===== src/rtl/core/rtoe_pkg.sv =====
// Shared types and constants of the retransmission timeout estimator.
package rtoe_pkg;

	typedef logic [1:0]  action_t;
	typedef logic [1:0]  cfg_index_t;
	typedef logic [15:0] cfg_data_t;
	typedef logic [15:0] ms16_t;
	typedef logic [7:0]  count_t;
	typedef logic [30:0] rtt_t;
	typedef logic [31:0] est_t;

	localparam action_t ACT_INIT    = 2'd0;
	localparam action_t ACT_SAMPLE  = 2'd1;
	localparam action_t ACT_TIMEOUT = 2'd2;

	localparam cfg_index_t REG_RETRY_LIMIT   = 2'd0;
	localparam cfg_index_t REG_MIN_TIMEOUT   = 2'd1;
	localparam cfg_index_t REG_MAX_TIMEOUT   = 2'd2;
	localparam cfg_index_t REG_HANDSHAKE_CAP = 2'd3;

	localparam count_t RETRY_LIMIT_RST   = 8'd15;
	localparam ms16_t  MIN_TIMEOUT_RST   = 16'd1000;
	localparam ms16_t  MAX_TIMEOUT_RST   = 16'd60000;
	localparam ms16_t  HANDSHAKE_CAP_RST = 16'd3000;
	localparam count_t RETRY_SAT         = 8'd255;

endpackage


===== src/rtl/core/rtoe_if.sv =====
// Request, response and configuration channel interfaces of the estimator.
interface rtoe_req_if;
	logic                 valid;
	logic                 ready;
	rtoe_pkg::action_t    action;
	rtoe_pkg::rtt_t       rtt_sample;
	logic                 in_handshake;
	modport source (output valid, action, rtt_sample, in_handshake, input ready);
	modport sink (input valid, action, rtt_sample, in_handshake, output ready);
endinterface

interface rtoe_rsp_if;
	logic                 valid;
	logic                 ready;
	rtoe_pkg::ms16_t      timeout_ms;
	logic                 give_up;
	rtoe_pkg::count_t     retry_count;
	modport source (output valid, timeout_ms, give_up, retry_count, input ready);
	modport sink (input valid, timeout_ms, give_up, retry_count, output ready);
endinterface

interface rtoe_cfg_if;
	logic                 valid;
	logic                 ready;
	rtoe_pkg::cfg_index_t index;
	rtoe_pkg::cfg_data_t  data;
	modport source (output valid, index, data, input ready);
	modport sink (input valid, index, data, output ready);
endinterface


===== src/rtl/core/retransmission_timeout_estimator_core.sv =====
// Retransmission timeout estimator: input register, one-pass update, result register.
//
//   channel  dir  payload                                  handshake
//   req      in   action, rtt_sample, in_handshake         valid / ready
//   rsp      out  timeout_ms, give_up, retry_count         valid / ready
//   cfg      in   index, data                              valid / ready (always ready)
//
// A response becomes valid once its accepted request has passed from the input register
// through the estimate update into the result register.
// One request per cycle is sustained while responses are taken; the estimate registers
// update as a request moves into the result register, so the next request sees them at once.
// A stalled response holds the input register, which then drops ready.
// arst_n clears valid flags, estimate and retry count and loads register defaults.
module retransmission_timeout_estimator_core (
	input logic clk,
	input logic arst_n,
	rtoe_req_if.sink req,
	rtoe_rsp_if.source rsp,
	rtoe_cfg_if.sink cfg
);

	logic                 valid_s1;
	rtoe_pkg::action_t    action_s1;
	rtoe_pkg::rtt_t       rtt_s1;
	logic                 hs_s1;

	rtoe_pkg::count_t     retry_limit_q;
	rtoe_pkg::ms16_t      min_timeout_q;
	rtoe_pkg::ms16_t      max_timeout_q;
	rtoe_pkg::ms16_t      handshake_cap_q;

	rtoe_pkg::est_t       srtt_q;
	rtoe_pkg::est_t       var_q;
	rtoe_pkg::ms16_t      timeout_q;
	rtoe_pkg::count_t     retries_q;

	logic                 out_valid_q;
	rtoe_pkg::ms16_t      out_timeout_q;
	logic                 out_give_up_q;
	rtoe_pkg::count_t     out_retries_q;

	logic                 advance;

	rtoe_pkg::est_t       srtt_d;
	rtoe_pkg::est_t       var_d;
	rtoe_pkg::ms16_t      timeout_d;
	rtoe_pkg::count_t     retries_d;
	logic                 give_up_d;

	logic [32:0]          r_ext;
	logic [32:0]          diff;
	logic [34:0]          var_sum;
	logic [34:0]          srtt_sum;
	logic [33:0]          var4;
	logic [33:0]          term;
	logic [34:0]          est_total;
	logic [16:0]          doubled;
	rtoe_pkg::ms16_t      backoff;
	rtoe_pkg::count_t     retries_inc;

	assign advance   = valid_s1 && (!out_valid_q || rsp.ready);
	assign req.ready = !valid_s1 || advance;
	assign cfg.ready = 1'b1;

	assign rsp.valid       = out_valid_q;
	assign rsp.timeout_ms  = out_timeout_q;
	assign rsp.give_up     = out_give_up_q;
	assign rsp.retry_count = out_retries_q;

	always_ff @(posedge clk or negedge arst_n) begin
		if (!arst_n) begin
			retry_limit_q   <= rtoe_pkg::RETRY_LIMIT_RST;
			min_timeout_q   <= rtoe_pkg::MIN_TIMEOUT_RST;
			max_timeout_q   <= rtoe_pkg::MAX_TIMEOUT_RST;
			handshake_cap_q <= rtoe_pkg::HANDSHAKE_CAP_RST;
		end else if (cfg.valid) begin
			case (cfg.index)
				rtoe_pkg::REG_RETRY_LIMIT:   retry_limit_q   <= cfg.data[7:0];
				rtoe_pkg::REG_MIN_TIMEOUT:   min_timeout_q   <= cfg.data;
				rtoe_pkg::REG_MAX_TIMEOUT:   max_timeout_q   <= cfg.data;
				rtoe_pkg::REG_HANDSHAKE_CAP: handshake_cap_q <= cfg.data;
				default: ;
			endcase
		end
	end

	always_ff @(posedge clk or negedge arst_n) begin
		if (!arst_n) begin
			valid_s1 <= 1'b0;
		end else if (req.ready) begin
			valid_s1 <= req.valid;
		end
	end

	always_ff @(posedge clk) begin
		if (req.valid && req.ready) begin
			action_s1 <= req.action;
			rtt_s1    <= req.rtt_sample;
			hs_s1     <= req.in_handshake;
		end
	end

	// estimate update
	always_comb begin
		r_ext       = {2'b00, rtt_s1};
		diff        = ({1'b0, srtt_q} > r_ext) ? ({1'b0, srtt_q} - r_ext)
			: (r_ext - {1'b0, srtt_q});
		var_sum     = {3'b000, var_q} + {2'b00, var_q, 1'b0} + {2'b00, diff};
		srtt_sum    = {srtt_q, 3'b000} - {3'b000, srtt_q} + {2'b00, r_ext};
		retries_inc = (retries_q == rtoe_pkg::RETRY_SAT) ? retries_q : retries_q + 8'd1;
		doubled     = {timeout_q, 1'b0};
		backoff     = (doubled > {1'b0, max_timeout_q}) ? max_timeout_q : doubled[15:0];
		if (hs_s1 && backoff > handshake_cap_q) begin
			backoff = handshake_cap_q;
		end

		srtt_d    = srtt_q;
		var_d     = var_q;
		timeout_d = timeout_q;
		retries_d = retries_q;
		give_up_d = 1'b0;

		case (action_s1)
			rtoe_pkg::ACT_INIT: begin
				srtt_d    = '0;
				var_d     = '0;
				retries_d = '0;
				timeout_d = min_timeout_q;
			end
			rtoe_pkg::ACT_SAMPLE: begin
				if (rtt_s1 == '0) begin
					if (var_q == '0) begin
						timeout_d = min_timeout_q;
					end
				end else if (var_q == '0) begin
					srtt_d = {1'b0, rtt_s1};
					var_d  = {2'b00, rtt_s1[30:1]};
				end else begin
					var_d  = var_sum[33:2];
					srtt_d = srtt_sum[34:3];
				end
			end
			rtoe_pkg::ACT_TIMEOUT: begin
				retries_d = retries_inc;
				if (retries_inc < retry_limit_q) begin
					timeout_d = backoff;
				end else begin
					give_up_d = 1'b1;
				end
			end
			default: ;
		endcase

		var4      = {var_d, 2'b00};
		term      = (var4 > {18'd0, min_timeout_q}) ? var4 : {18'd0, min_timeout_q};
		est_total = {3'b000, srtt_d} + {1'b0, term};
		if (action_s1 == rtoe_pkg::ACT_SAMPLE && rtt_s1 != '0) begin
			timeout_d = (est_total > {19'd0, max_timeout_q}) ? max_timeout_q
				: est_total[15:0];
		end
	end

	always_ff @(posedge clk or negedge arst_n) begin
		if (!arst_n) begin
			srtt_q    <= '0;
			var_q     <= '0;
			timeout_q <= rtoe_pkg::MIN_TIMEOUT_RST;
			retries_q <= '0;
		end else if (advance) begin
			srtt_q    <= srtt_d;
			var_q     <= var_d;
			timeout_q <= timeout_d;
			retries_q <= retries_d;
		end
	end

	always_ff @(posedge clk or negedge arst_n) begin
		if (!arst_n) begin
			out_valid_q <= 1'b0;
		end else if (advance) begin
			out_valid_q <= 1'b1;
		end else if (rsp.ready) begin
			out_valid_q <= 1'b0;
		end
	end

	always_ff @(posedge clk) begin
		if (advance) begin
			out_timeout_q <= timeout_d;
			out_give_up_q <= give_up_d;
			out_retries_q <= retries_d;
		end
	end

endmodule

===== src/flat_wrapper.sv =====
// flat-port wrapper written by rule: the top's interface ports become plain ports
module retransmission_timeout_estimator_core_flat 
  (clk, arst_n, req_valid, req_action, req_rtt_sample, req_in_handshake, req_ready, rsp_valid, rsp_timeout_ms, rsp_give_up, rsp_retry_count, rsp_ready, cfg_valid, cfg_index, cfg_data, cfg_ready);
  rtoe_req_if req_i ();
  rtoe_rsp_if rsp_i ();
  rtoe_cfg_if cfg_i ();
  input logic clk;
  input logic arst_n;
  input wire logic [$bits(req_i.valid)-1:0] req_valid;
  input wire logic [$bits(req_i.action)-1:0] req_action;
  input wire logic [$bits(req_i.rtt_sample)-1:0] req_rtt_sample;
  input wire logic [$bits(req_i.in_handshake)-1:0] req_in_handshake;
  output wire logic [$bits(req_i.ready)-1:0] req_ready;
  output wire logic [$bits(rsp_i.valid)-1:0] rsp_valid;
  output wire logic [$bits(rsp_i.timeout_ms)-1:0] rsp_timeout_ms;
  output wire logic [$bits(rsp_i.give_up)-1:0] rsp_give_up;
  output wire logic [$bits(rsp_i.retry_count)-1:0] rsp_retry_count;
  input wire logic [$bits(rsp_i.ready)-1:0] rsp_ready;
  input wire logic [$bits(cfg_i.valid)-1:0] cfg_valid;
  input wire logic [$bits(cfg_i.index)-1:0] cfg_index;
  input wire logic [$bits(cfg_i.data)-1:0] cfg_data;
  output wire logic [$bits(cfg_i.ready)-1:0] cfg_ready;
  assign req_i.valid = req_valid;
  assign req_i.action = req_action;
  assign req_i.rtt_sample = req_rtt_sample;
  assign req_i.in_handshake = req_in_handshake;
  assign req_ready = req_i.ready;
  assign rsp_valid = rsp_i.valid;
  assign rsp_timeout_ms = rsp_i.timeout_ms;
  assign rsp_give_up = rsp_i.give_up;
  assign rsp_retry_count = rsp_i.retry_count;
  assign rsp_i.ready = rsp_ready;
  assign cfg_i.valid = cfg_valid;
  assign cfg_i.index = cfg_index;
  assign cfg_i.data = cfg_data;
  assign cfg_ready = cfg_i.ready;
  retransmission_timeout_estimator_core u_core (.clk(clk), .arst_n(arst_n), .req(req_i), .rsp(rsp_i), .cfg(cfg_i));
endmodule

===== config.mk =====
export PLATFORM = sky130hd
export DESIGN_NAME = retransmission_timeout_estimator_core_flat
export DESIGN_NICKNAME = d
export VERILOG_FILES = /design/src/rtl/core/rtoe_pkg.sv /design/src/rtl/core/rtoe_if.sv /design/src/rtl/core/retransmission_timeout_estimator_core.sv /design/src/flat_wrapper.sv
export SDC_FILE = /design/constraint.sdc
export NUM_CORES = 1
export LEC_CHECK = 0
export BUFFER_PORTS_ARGS = -buffer_cell sky130_fd_sc_hd__buf_4
export CORE_ASPECT_RATIO = 1.25
export CORE_MARGIN = 2
export CORE_UTILIZATION = 30
export DETAILED_ROUTE_END_ITERATION = 8
export SLEW_MARGIN = 20
export SYNTH_ARGS = -nofsm -noshare
export SYNTH_HDL_FRONTEND = slang
export SYNTH_SLANG_ARGS = --single-unit
export TNS_END_PERCENT = 30

===== constraint.sdc =====
create_clock -name clk -period 13.6 [get_ports clk]
set_input_delay 0.68 -clock clk [delete_from_list [all_inputs] [get_ports clk]]
set_output_delay 0.68 -clock clk [all_outputs]
set_load 0.02 [all_outputs]

======== After elaboration in Yosys (flattened, before gate mapping) ========
Cells that the tools add are included.
storage, ports and cells
  bits of input ports ..................... 57
  logic and storage cells ................. 75
  output and inout port bits .............. 28
  flip-flop bits (word level) ............. 205
operators by class
  reductions and logical operators ........ 18
  mux-type cells .......................... 21
  $add $sub $neg .......................... 8
  magnitude comparators ................... 6
  equality and inequality tests ........... 6
operators with widths
  operator                                     number
  two-way mux 32 bit                           4
  case mux 32 bit (2 select lines)             2
  two-way mux 16 bit                           7
  case mux 16 bit (3 select lines)             1
  adder 32 x 34 -> 35 bit                      1
  adder 35 x 31 -> 35 bit                      1
  greater-than comparator 35 x 16 -> 1 bit     1
  subtractor 35 x 32 -> 35 bit                 1
  adder 32 x 33 -> 34 bit                      1
  adder 34 x 33 -> 34 bit                      1
  greater-than comparator 34 x 16 -> 1 bit     1
  two-way mux 34 bit                           1
  two-way mux 33 bit                           1
  subtractor 31 x 32 -> 33 bit                 1
  subtractor 32 x 31 -> 33 bit                 1
  greater-than comparator 32 x 31 -> 1 bit     1
  logical NOT 32 bit                           1
  logical NOT 31 bit                           1
  nonzero test 31 bit                          1
  greater-than comparator 17 x 16 -> 1 bit     1
  greater-than comparator 16 bit               1
  case mux 8 bit (2 select lines)              1
  adder 8 x 1 -> 8 bit, second input constant  1
  == test 8 bit, second input constant         1
  11 further kinds                             25

======== Longest topological paths before layout ========
Gate-level depths: netlist of run 1.
  depth in word-level cells ............... 12
  depth in mapped cells ................... 67
  gate-level depth less buffers ........... 61

======== Worst setup path after synthesis of run 1 ========
No wires, ideal clock.
  kind .................................... reg2reg
  start ................................... reg u_core.srtt_q[12]
  end ..................................... reg u_core.out_timeout_q[12], in the netlist u_core.rsp.timeout_ms[12] (data pin)
  required time ........................... 13.341 ns
  library setup time ...................... 0.259 ns
  period minus slack after synthesis ...... 13.116 ns
  setup slack ............................. 0.484 ns
  path buffers ............................ 5
  arrival time ............................ 12.857 ns
  cell stages (with the launch flop) ...... 64
  path through ............................ dfrtp_1 inv_1 ha_1 clkbuf_1 a21oi_1 o21ai_0 a2111oi_0 nor3_1 a211oi_1 a2111oi_0 nor4_1 or2_2 clkbuf_1 clkbuf_1 nand2_1 nand2_1 fa_1 nand2_1 [... 28 more ...] a21boi_0 o21ai_0 nand2b_1 xor2_1 ha_1 nand4_1 or4_1 o21ai_0 a21oi_1 a2111oi_0 nand4b_1 nor4bb_1 and4_1 clkbuf_1 buf_2 nor2_1 nor3_1 nand2_1
between the ends
  longest elaborated chain between the ends .. 12
  elaborated cells between the ends (all ways) .. 19
  classes of those cells .................. add/sub: 6; order compare: 3; mux: 10
RTL lines
  element                                     line                                          text
  start: declaration                          retransmission_timeout_estimator_core.sv:32   rtoe_pkg::est_t srtt_q;
  start signal: assignment                    retransmission_timeout_estimator_core.sv:170  srtt_q <= srtt_d;
  greater-than comparator 32 x 31 -> 1 bit *  retransmission_timeout_estimator_core.sv:106  diff = ({1'b0, srtt_q} > r_ext) ? ({1'b0, srtt_q} - r_ext)
  two-way mux 33 bit *                        retransmission_timeout_estimator_core.sv:106
  adder 34 x 33 -> 34 bit *                   retransmission_timeout_estimator_core.sv:108  var_sum = {3'b000, var_q} + {2'b00, var_q, 1'b0} + {2'b00, diff};
  two-way mux 32 bit *                        retransmission_timeout_estimator_core.sv:135  end else if (var_q == '0) begin
  two-way mux 32 bit *                        retransmission_timeout_estimator_core.sv:131  if (rtt_s1 == '0) begin
  case mux 32 bit (2 select lines) *          retransmission_timeout_estimator_core.sv:123  case (action_s1)
  named net u_core.var_d[7]                   retransmission_timeout_estimator_core.sv:45   rtoe_pkg::est_t var_d;
  greater-than comparator 34 x 16 -> 1 bit    retransmission_timeout_estimator_core.sv:155  term = (var4 > {18'd0, min_timeout_q}) ? var4 : {18'd0, min_timeout_q};
  two-way mux 34 bit *                        retransmission_timeout_estimator_core.sv:155
  adder 32 x 34 -> 35 bit *                   retransmission_timeout_estimator_core.sv:156  est_total = {3'b000, srtt_d} + {1'b0, term};
  greater-than comparator 35 x 16 -> 1 bit    retransmission_timeout_estimator_core.sv:158  timeout_d = (est_total > {19'd0, max_timeout_q}) ? max_timeout_q
  two-way mux 16 bit *                        retransmission_timeout_estimator_core.sv:158
  two-way mux 16 bit *                        retransmission_timeout_estimator_core.sv:157  if (action_s1 == rtoe_pkg::ACT_SAMPLE && rtt_s1 != '0) begin
  named net u_core.timeout_d[12]              retransmission_timeout_estimator_core.sv:46   rtoe_pkg::ms16_t timeout_d;
  end signal: assignment                      retransmission_timeout_estimator_core.sv:189  out_timeout_q <= timeout_d;
  end: declaration                            retransmission_timeout_estimator_core.sv:38   rtoe_pkg::ms16_t out_timeout_q;
Mark *: on every way through the listed nets, which the timed path passes. The rest lies on a longest branch.
A chain may end at the register's enable or synchronous reset.

======== Final worst setup path of run 1 ========
  start ................................... reg u_core.rtt_s1[12]
  end ..................................... reg u_core.out_timeout_q[0], in the netlist u_core.rsp.timeout_ms[0] (data pin)
between the ends
  longest elaborated chain between the ends .. 12
  elaborated cells between the ends (all ways) .. 23
  classes of those cells .................. add/sub: 5; order compare: 3; mux: 12; reduce/logical: 3
RTL lines
  element                                   line                                          text
  start: declaration                        retransmission_timeout_estimator_core.sv:24   rtoe_pkg::rtt_t rtt_s1;
  start signal: assignment                  retransmission_timeout_estimator_core.sv:98   rtt_s1 <= req.rtt_sample;
  greater-than comparator 32 x 31 -> 1 bit  retransmission_timeout_estimator_core.sv:106
  two-way mux 33 bit                        retransmission_timeout_estimator_core.sv:106
  adder 34 x 33 -> 34 bit                   retransmission_timeout_estimator_core.sv:108
  two-way mux 32 bit                        retransmission_timeout_estimator_core.sv:135
  two-way mux 32 bit *                      retransmission_timeout_estimator_core.sv:131
  case mux 32 bit (2 select lines) *        retransmission_timeout_estimator_core.sv:123
  named net u_core.var_d[9]                 retransmission_timeout_estimator_core.sv:45
  greater-than comparator 34 x 16 -> 1 bit  retransmission_timeout_estimator_core.sv:155
  two-way mux 34 bit *                      retransmission_timeout_estimator_core.sv:155
  adder 32 x 34 -> 35 bit *                 retransmission_timeout_estimator_core.sv:156
  greater-than comparator 35 x 16 -> 1 bit  retransmission_timeout_estimator_core.sv:158
  two-way mux 16 bit *                      retransmission_timeout_estimator_core.sv:158
  two-way mux 16 bit *                      retransmission_timeout_estimator_core.sv:157
  named net u_core.timeout_d[0]             retransmission_timeout_estimator_core.sv:46
Marks and branches as above.

==> run summary, run 1 <==
The run finished with clean final reports. The average size of a mapped cell is 8.27 sq um. Routed wirelength normalized by instance count: 20.3 microns. The initial core utilization is 30.2%. The count of endpoints failing hold in the final timing report is 0, and the initial detailed-routing violation count is 1268. On the final layout, the worst hold slack is 0.178 ns.

The worst stage delay on the critical path is 0.53 ns, and the clock skew after layout is 0.0229 ns. Derived from the worst setup path, the maximum achievable clock frequency is 78.0 MHz. In the post-synthesis netlist, the cell with the most instances is sky130_fd_sc_hd__inv_1.

The share of the Yosys chip area taken by registers is 25.3%. In this run the worst path has a maximum fanout of 7. The worst pin sits at a relative slew slack of 24.7%. The number of flops mapped to enable cells by yosys was 59.

Cells fill 35.5% of the core in the end. For the worst setup path, the data required time is 13.91 ns. The number of rows created at floorplan is 110, and the fraction of final layout cells sized beyond drive strength 1 is 17.0%. For this run, the leading register cell type out of synthesis is sky130_fd_sc_hd__dfrtp_1.

The number of nets in the synthesized netlist was 2966. CTS placed an instance of sky130_fd_sc_hd__clkbuf_16 at the clock tree root. The CTS buffer count is 27. The cell with the largest stage delay on the worst path was sky130_fd_sc_hd__or4_1. For this design, the CTS-stage hold fixing added 0 buffers. The tools report the H-tree level count as 1.

The cell type contributing the most total cell area after synthesis was sky130_fd_sc_hd__dfrtp_1. The data arrival time of the critical path was 13.14 ns; the core area was 71700 sq um. The element type at the critical path end is a register.

The pre-antenna-repair detailed-routing pass consisted of 7 iterations. The max-slew violation count is 0, and the global placer's final weighted congestion is 0.953. Once detail routing completed, the nets flagged for antenna violations numbered 0.

The setup path with the least slack is of type register to register. The run gives 7444 as the number of fill cells in the layout. For the mapped cell area, the log shows 21600 sq um. For this block, the routed nets add up to 76300 microns of wire. The path class of the tightest hold or removal check is input port to async pin.

The time the final worst path needs with I/O delays and setup was 12.83 ns; the area growth from synthesis to layout was 17.7%. Counting instances in the post-synthesis netlist gives the leading cell types as sky130_fd_sc_hd__inv_1 (312), sky130_fd_sc_hd__nand2_1 (265), sky130_fd_sc_hd__o21ai_0 (250), sky130_fd_sc_hd__ha_1 (229), sky130_fd_sc_hd__a21oi_1 (225). The total overflow left after global routing is 0. Via count of the first global-routing pass: 19803.

The floorplan step defined a die boundary enclosing 74300 sq um. After routing the design area is 25400 sq um. TritonCTS built the clock tree.

Synthesis produced 2616 cells. For the final routed DRC violation total, the log shows 0. Across all layers, the routed design uses 19923 vias.

The fraction of post-synthesis cell area in the top cell type by area is 13.4%. For the antenna cell count, the log shows 0. The maximum number of pins on one net before global-route repair is 96. The total negative setup slack was 0 ns; the total global routing track utilization was 20.2%. At the pin with the least slew margin, the transition time is 1.12 ns. Counting flops with an async set or reset pin after synthesis yields a share of 71.2%. The run gives 0 as the number of antenna violations at the first check in global routing. The clock net in this run drives a total of 205 sinks. Across the run, the number of max-cap violations was 0. Clock-pin slew was measured on the worst setup and hold paths at 0.07 ns.

The final layout contains 3129 nets. Setup violations remaining at the end of the flow were counted as 0. From bottom edge to top edge, the die measures 304 microns. From left edge to right edge, the die measures 244 microns. After synthesis, the netlist uses 85 different library cells.

Ranked by total cell area, the synthesized netlist is headed by sky130_fd_sc_hd__dfrtp_1 (13%), sky130_fd_sc_hd__ha_1 (13%), sky130_fd_sc_hd__edfxtp_1 (8.2%), sky130_fd_sc_hd__fa_1 (5.9%), sky130_fd_sc_hd__o21ai_0 (5.8%). The first global-routing pass estimated 117000 microns of wire. Input and output buffers added on the ports amount to 83. The worst setup path is launched from a register.

Via count normalized by instance count: 5.31. The final worst-path cycle share was 94.3%. The post-synthesis sequential element count is 205.

The number of buffers on the longest clock path is 3, and the number of top-level pins is 85. The count of synthesis-stage warnings from yosys is 0, and the placed cell area is 24200 sq um. The wire-length estimate of the detail-placed layout is 60100 microns. The run gives 0.58 ns as the insertion delay of the later-clocked pin in the worst-skew pair.
repair_timing:
item / CTS / global route
setup buffers: 0 / 9
endpoints found under the setup margin: 32 / 32
pin swaps: 0 / 29
resized for setup: 4 / 74
state kept, by name (all words and copies together), names as in the netlist, 2 cells and up:
| name | count |
|---|---|
| u_core.action_s1 | 2 |
| u_core.handshake_cap_q | 16 |
| u_core.max_timeout_q | 16 |
| u_core.min_timeout_q | 16 |
| u_core.retries_q | 8 |
| u_core.retry_limit_q | 8 |
| u_core.rsp.retry_count | 8 |
| u_core.rsp.timeout_ms | 16 |
| u_core.rtt_s1 | 31 |
| u_core.srtt_q | 32 |
| u_core.timeout_q | 16 |
| u_core.var_q | 32 |
cell type report:
cell class                      instances  area (sq um)  share of cell area, %
Multi-Input combinational cell       1991         14900                   58.4
Tap cell                              952          1190                   4.68
Clock buffer                           33           761                   2.99
Clock inverter                         16           149                  0.585
Timing Repair Buffer                  241          1840                   7.21
Sequential cell                       205          5460                   21.5
Inverter                              313          1180                   4.63
final timing paths:
check	from	to	slack [ns]	depth (start not counted)
setup / recovery	u_core.rtt_s1[12]	u_core.rsp.timeout_ms[0]	0.77	62
hold / removal	arst_n	u_core.max_timeout_q[12]	0.18	1
setup reg to reg	u_core.rtt_s1[12]	u_core.rsp.timeout_ms[0]	0.77	62
hold reg to reg	u_core.valid_s1	u_core.rsp.valid	0.48	1
min in group clk	req_rtt_sample[4]	u_core.rtt_s1[4]	0.28	1
max in group asynchronous	arst_n	u_core.srtt_q[10]	11.92	2
layer usage:
metal / part of all wire, % / global-route usage (%) / vias up
met2: 49 / 35.8 / 615
met3: 6.1 / 2.46 / 147
met1: 41 / 25.0 / 9543
met5: 0 / 0 / -
met4: 3.8 / 6.88 / 0
li1: - / - / 9618
logic make-up (layout without fill, tap and decap cells):
| kind of cell | Yosys count | after routing | share of synthesized area, % |
|---|---|---|---|
| and+or+nand+nor | 670 | 670 | 14.8 |
| other | 1 | 1 | 0.0173 |
| adders and majority gates | 293 | 293 | 19.2 |
| buffers and inverters | 420 | 603 | 7.36 |
| muxes | 106 | 106 | 5.41 |
| AOI/OAI and AO/OA | 820 | 820 | 23.9 |
| xor gates and xnor gates | 101 | 101 | 4.09 |
| DFF | 205 | 205 | 25.3 |
critical path, delay by kind of cell, from the launching register on:
family	cells	cell delay [ns]
mux	1	0.34
xor+xnor	2	0.25
compound gates	25	4.56
simple gates	20	3.77
buf+inv	8	1.07
fa+ha+maj	6	2.08
flops	1	0.51
through the flow:
stage	instances	setup WS, ns
2_1_floorplan	2616	0.484
3_3_place_gp	3693	0.0482
3_5_place_dp	3693	-0.158
4_1_cts	3742	0.00190
5_1_grt	3751	-0.0765
6_report	3751	0.775
placed cells by master (no fill, tap or decap), types with 63 or more instances in the layout:
| cell type | instances |
|---|---|
| sky130_fd_sc_hd__a21o_1 | 78 |
| sky130_fd_sc_hd__a21oi_1 | 213 |
| sky130_fd_sc_hd__buf_4 | 235 |
| sky130_fd_sc_hd__dfrtp_1 | 115 |
| sky130_fd_sc_hd__fa_1 | 63 |
| sky130_fd_sc_hd__ha_1 | 226 |
| sky130_fd_sc_hd__inv_1 | 309 |
| sky130_fd_sc_hd__mux2_2 | 81 |
| sky130_fd_sc_hd__nand2_1 | 264 |
| sky130_fd_sc_hd__nor2_1 | 123 |
| sky130_fd_sc_hd__o21ai_0 | 238 |
Power of run 1 is not shown: default switching activity piles up to over one toggle a cycle in this logic, so the estimate is an artifact.
==> inputs of run 2 (changes only) <==
--- a/config.mk
+++ b/config.mk
@@ -6,10 +6,14 @@
 export NUM_CORES = 1
 export LEC_CHECK = 0
 export BUFFER_PORTS_ARGS = -buffer_cell sky130_fd_sc_hd__buf_4
+export CELL_PAD_IN_SITES_DETAIL_PLACEMENT = 2
+export CELL_PAD_IN_SITES_GLOBAL_PLACEMENT = 2
 export CORE_ASPECT_RATIO = 1.25
 export CORE_MARGIN = 2
 export CORE_UTILIZATION = 30
+export CTS_BUF_LIST = sky130_fd_sc_hd__clkbuf_8
 export DETAILED_ROUTE_END_ITERATION = 8
+export PLACE_DENSITY_LB_ADDON = 0.1
 export SLEW_MARGIN = 20
 export SYNTH_ARGS = -nofsm -noshare
 export SYNTH_HDL_FRONTEND = slang
==> run summary, run 2 (same netlist as run 1, synthesis figures left out) <==
The tools report the kind of start point of the critical path as a register (unchanged). The tools report the element type at the critical path end as a register (unchanged). Worst setup path category: register to register (unchanged). The highest attainable clock frequency is 75.3 MHz (was 78.0 MHz), and the height of the die is 304 microns (unchanged).

Setup repair after global routing could not meet its margin everywhere. Die width: 244 microns (unchanged). The run gives 0.67 ns (was 0.58 ns) as the insertion delay of the later-clocked pin in the worst-skew pair. The total via count after detailed routing is 22049 (was 19923), and the time the final worst path needs with I/O delays and setup is 13.28 ns (was 12.83 ns). Cell with the largest stage delay on the worst path: sky130_fd_sc_hd__fa_1 (was sky130_fd_sc_hd__or4_1).

TritonCTS built the clock tree. The clock skew after layout is 0.0330 ns (was 0.0229 ns). The tools report the clock net sink count as 205 (unchanged).

For the count of antenna-violating nets left after detailed routing, the log shows 0 (unchanged). The total length of routed wires was 103000 microns (was 76300 microns); the maximum number of pins on one net before global-route repair was 75 (was 96). The run gives 13.67 ns (was 13.14 ns) as the data arrival time of the critical path. The net count reported at finish is 3430 (was 3129), and the final setup violation count is 0 (unchanged). The run gives 6 (was 7) as the length of the first detailed-routing pass in iterations.

The most common cell after layout, fill and taps aside was sky130_fd_sc_hd__buf_4 (was sky130_fd_sc_hd__inv_1). The run gives 1 (was 0) as the number of antenna violations at the first check in global routing. The tools report the total negative setup slack as 0 ns (unchanged).

The count of input and output buffers is 83 (unchanged), and the headroom to the max-slew limit is 16.1% (was 24.7%). Maximum fanout along the worst path: 10 (was 7). The core area is 71700 sq um (unchanged). The run gives 30.2% (unchanged) as the initial core utilization.

The clock root buffer master is sky130_fd_sc_hd__clkbuf_8 (was sky130_fd_sc_hd__clkbuf_16). The max-slew violation count was 0 (unchanged); the data required time of the worst path was 13.98 ns (was 13.91 ns). The measured slew at the worst slew-check pin works out to 1.25 ns (was 1.12 ns). Top library cells by usage in the layout, fill and taps aside: sky130_fd_sc_hd__buf_4 (505), sky130_fd_sc_hd__inv_1 (322), sky130_fd_sc_hd__nand2_1 (264), sky130_fd_sc_hd__o21ai_0 (212), sky130_fd_sc_hd__ha_1 (209) (was sky130_fd_sc_hd__inv_1 (309), sky130_fd_sc_hd__nand2_1 (264), sky130_fd_sc_hd__o21ai_0 (238), sky130_fd_sc_hd__buf_4 (235), sky130_fd_sc_hd__ha_1 (226)).

The CTS clock-pin slew for the worst setup and hold paths is 0.06 ns (was 0.07 ns). The logs give 46 (was 27) for the CTS buffer count and 2 (was 1) for the H-tree level count. The number of rows created at floorplan is 110 (unchanged). The final worst-path cycle share came out at 97.7% (was 94.3%). The count of endpoints failing hold in the final timing report is 0 (unchanged).

The worst hold margin was 0.182 ns (was 0.178 ns); the number of fill cells in the layout was 8116 (was 7444). The run gives 27.5% (was 20.2%) as the total global routing track utilization. Top flop regs: u_core.srtt_q (32), u_core.var_q (32), u_core.rtt_s1 (31) (unchanged).

The count of max-cap constraint violations was 0 (unchanged). The placed cell area is 26200 sq um (was 24200 sq um), and the worst stage delay on the critical path is 0.49 ns (was 0.53 ns). For the final routed DRC violation total, the log shows 0 (unchanged). Among the stages of the critical path, the cell type that occurs most often is sky130_fd_sc_hd__o21ai_1. Total non-filler cell area in the finished layout: 28200 sq um (was 25400 sq um). The fraction of final layout cells sized beyond drive strength 1 is 27.1% (was 17.0%), and the initial detailed-routing violation count is 834 (was 1268). The first-pass GRT wire length is 155000 microns (was 117000 microns). The flow ran to the end, and the final reports show no timing, DRC or antenna violations. The logs give 85 (unchanged) for the number of top-level pins and 0.927 (was 0.953) for the global placer's final weighted congestion. Via count of the first global-routing pass: 24861 (was 19803). The tools report the final core area utilization as 39.4% (was 35.5%). The total overflow reported by the global router came out at 0 (unchanged). The area growth from synthesis to layout works out to 30.5% (was 17.7%). Path type of the worst min-delay path: input port to register (was input port to async pin).

The run gives 3 (unchanged) as the number of buffers on the longest clock path. The detailed placer's ending HPWL is 83400 microns (was 60100 microns), and the die footprint is 74300 sq um (unchanged). The via count normalized by instance count is 5.42 (was 5.31), and the routed wirelength normalized by instance count is 25.4 microns (was 20.3 microns).
-- run 2: through the flow --
step / instances / setup WS [ns]
2_1_floorplan: 2616 / 0.484
3_3_place_gp: 3952 / -0.766
3_5_place_dp: 3952 / -1.48
4_1_cts: 4046 / 0.0149
5_1_grt: 4068 / -0.524
6_report: 4068 / 0.316
-- run 2: worst max-delay path, delay by kind of cell (launching register included) --
family / cells / cell delay (ns)
adder cells (fa/ha/maj): 6 / 1.77
buffers and inverters: 6 / 0.86
flip-flops: 1 / 0.45
multiplexers: 1 / 0.31
AND/OR/NAND/NOR: 18 / 4.29
XOR/XNOR: 3 / 0.51
AO/OA/AOI/OAI: 26 / 4.81
-- run 2: routing by layer --
metal | GRT usage, % | part of all wire, % | vias to the layer above
li1 | - | - | 10207
met1 | 31.9 | 41 | 11330
met2 | 52.0 | 53 | 364
met3 | 3.10 | 2.6 | 148
met4 | 9.27 | 3.5 | 0
met5 | 0 | 0 | -
-- run 2: worst paths after layout --
check | startpoint | cells past startpoint | slack, ns | end
max in group asynchronous | arst_n | 3 | 11.77 | u_core.var_q[26]
min in group asynchronous | arst_n | 2 | 0.51 | u_core.max_timeout_q[12]
setup / recovery | u_core.rtt_s1[6] | 60 | 0.32 | u_core.rsp.timeout_ms[6]
hold reg to reg | u_core.valid_s1 | 1 | 0.51 | u_core.rsp.valid
hold / removal | req_rtt_sample[16] | 1 | 0.18 | u_core.rtt_s1[16]
setup reg to reg | u_core.rtt_s1[6] | 60 | 0.32 | u_core.rsp.timeout_ms[6]
-- run 2: final cells by class --
class	instances	area [sq um]	share of cell area (%)
antenna	1	2.50	0.00887
multi-input combinational	1991	15400	54.5
clock inverter	27	176	0.625
clock buffer	56	771	2.73
timing repair buffer	523	4050	14.4
inverter	313	1180	4.17
tap	952	1190	4.22
sequential	205	5460	19.4
-- run 2: repair_timing --
| item | in CTS | in global routing |
|---|---|---|
| hold buffers | 1 | 0 |
| endpoints found under the hold margin | 21 | 0 |
| gates resized for setup | 56 | 143 |
| setup buffers | 8 | 21 |
| pin swaps | 21 | 72 |
| endpoints found under the setup margin | 32 | 32 |
| gates cloned | 2 | 1 |
Power of run 2 is left out for the same reason.
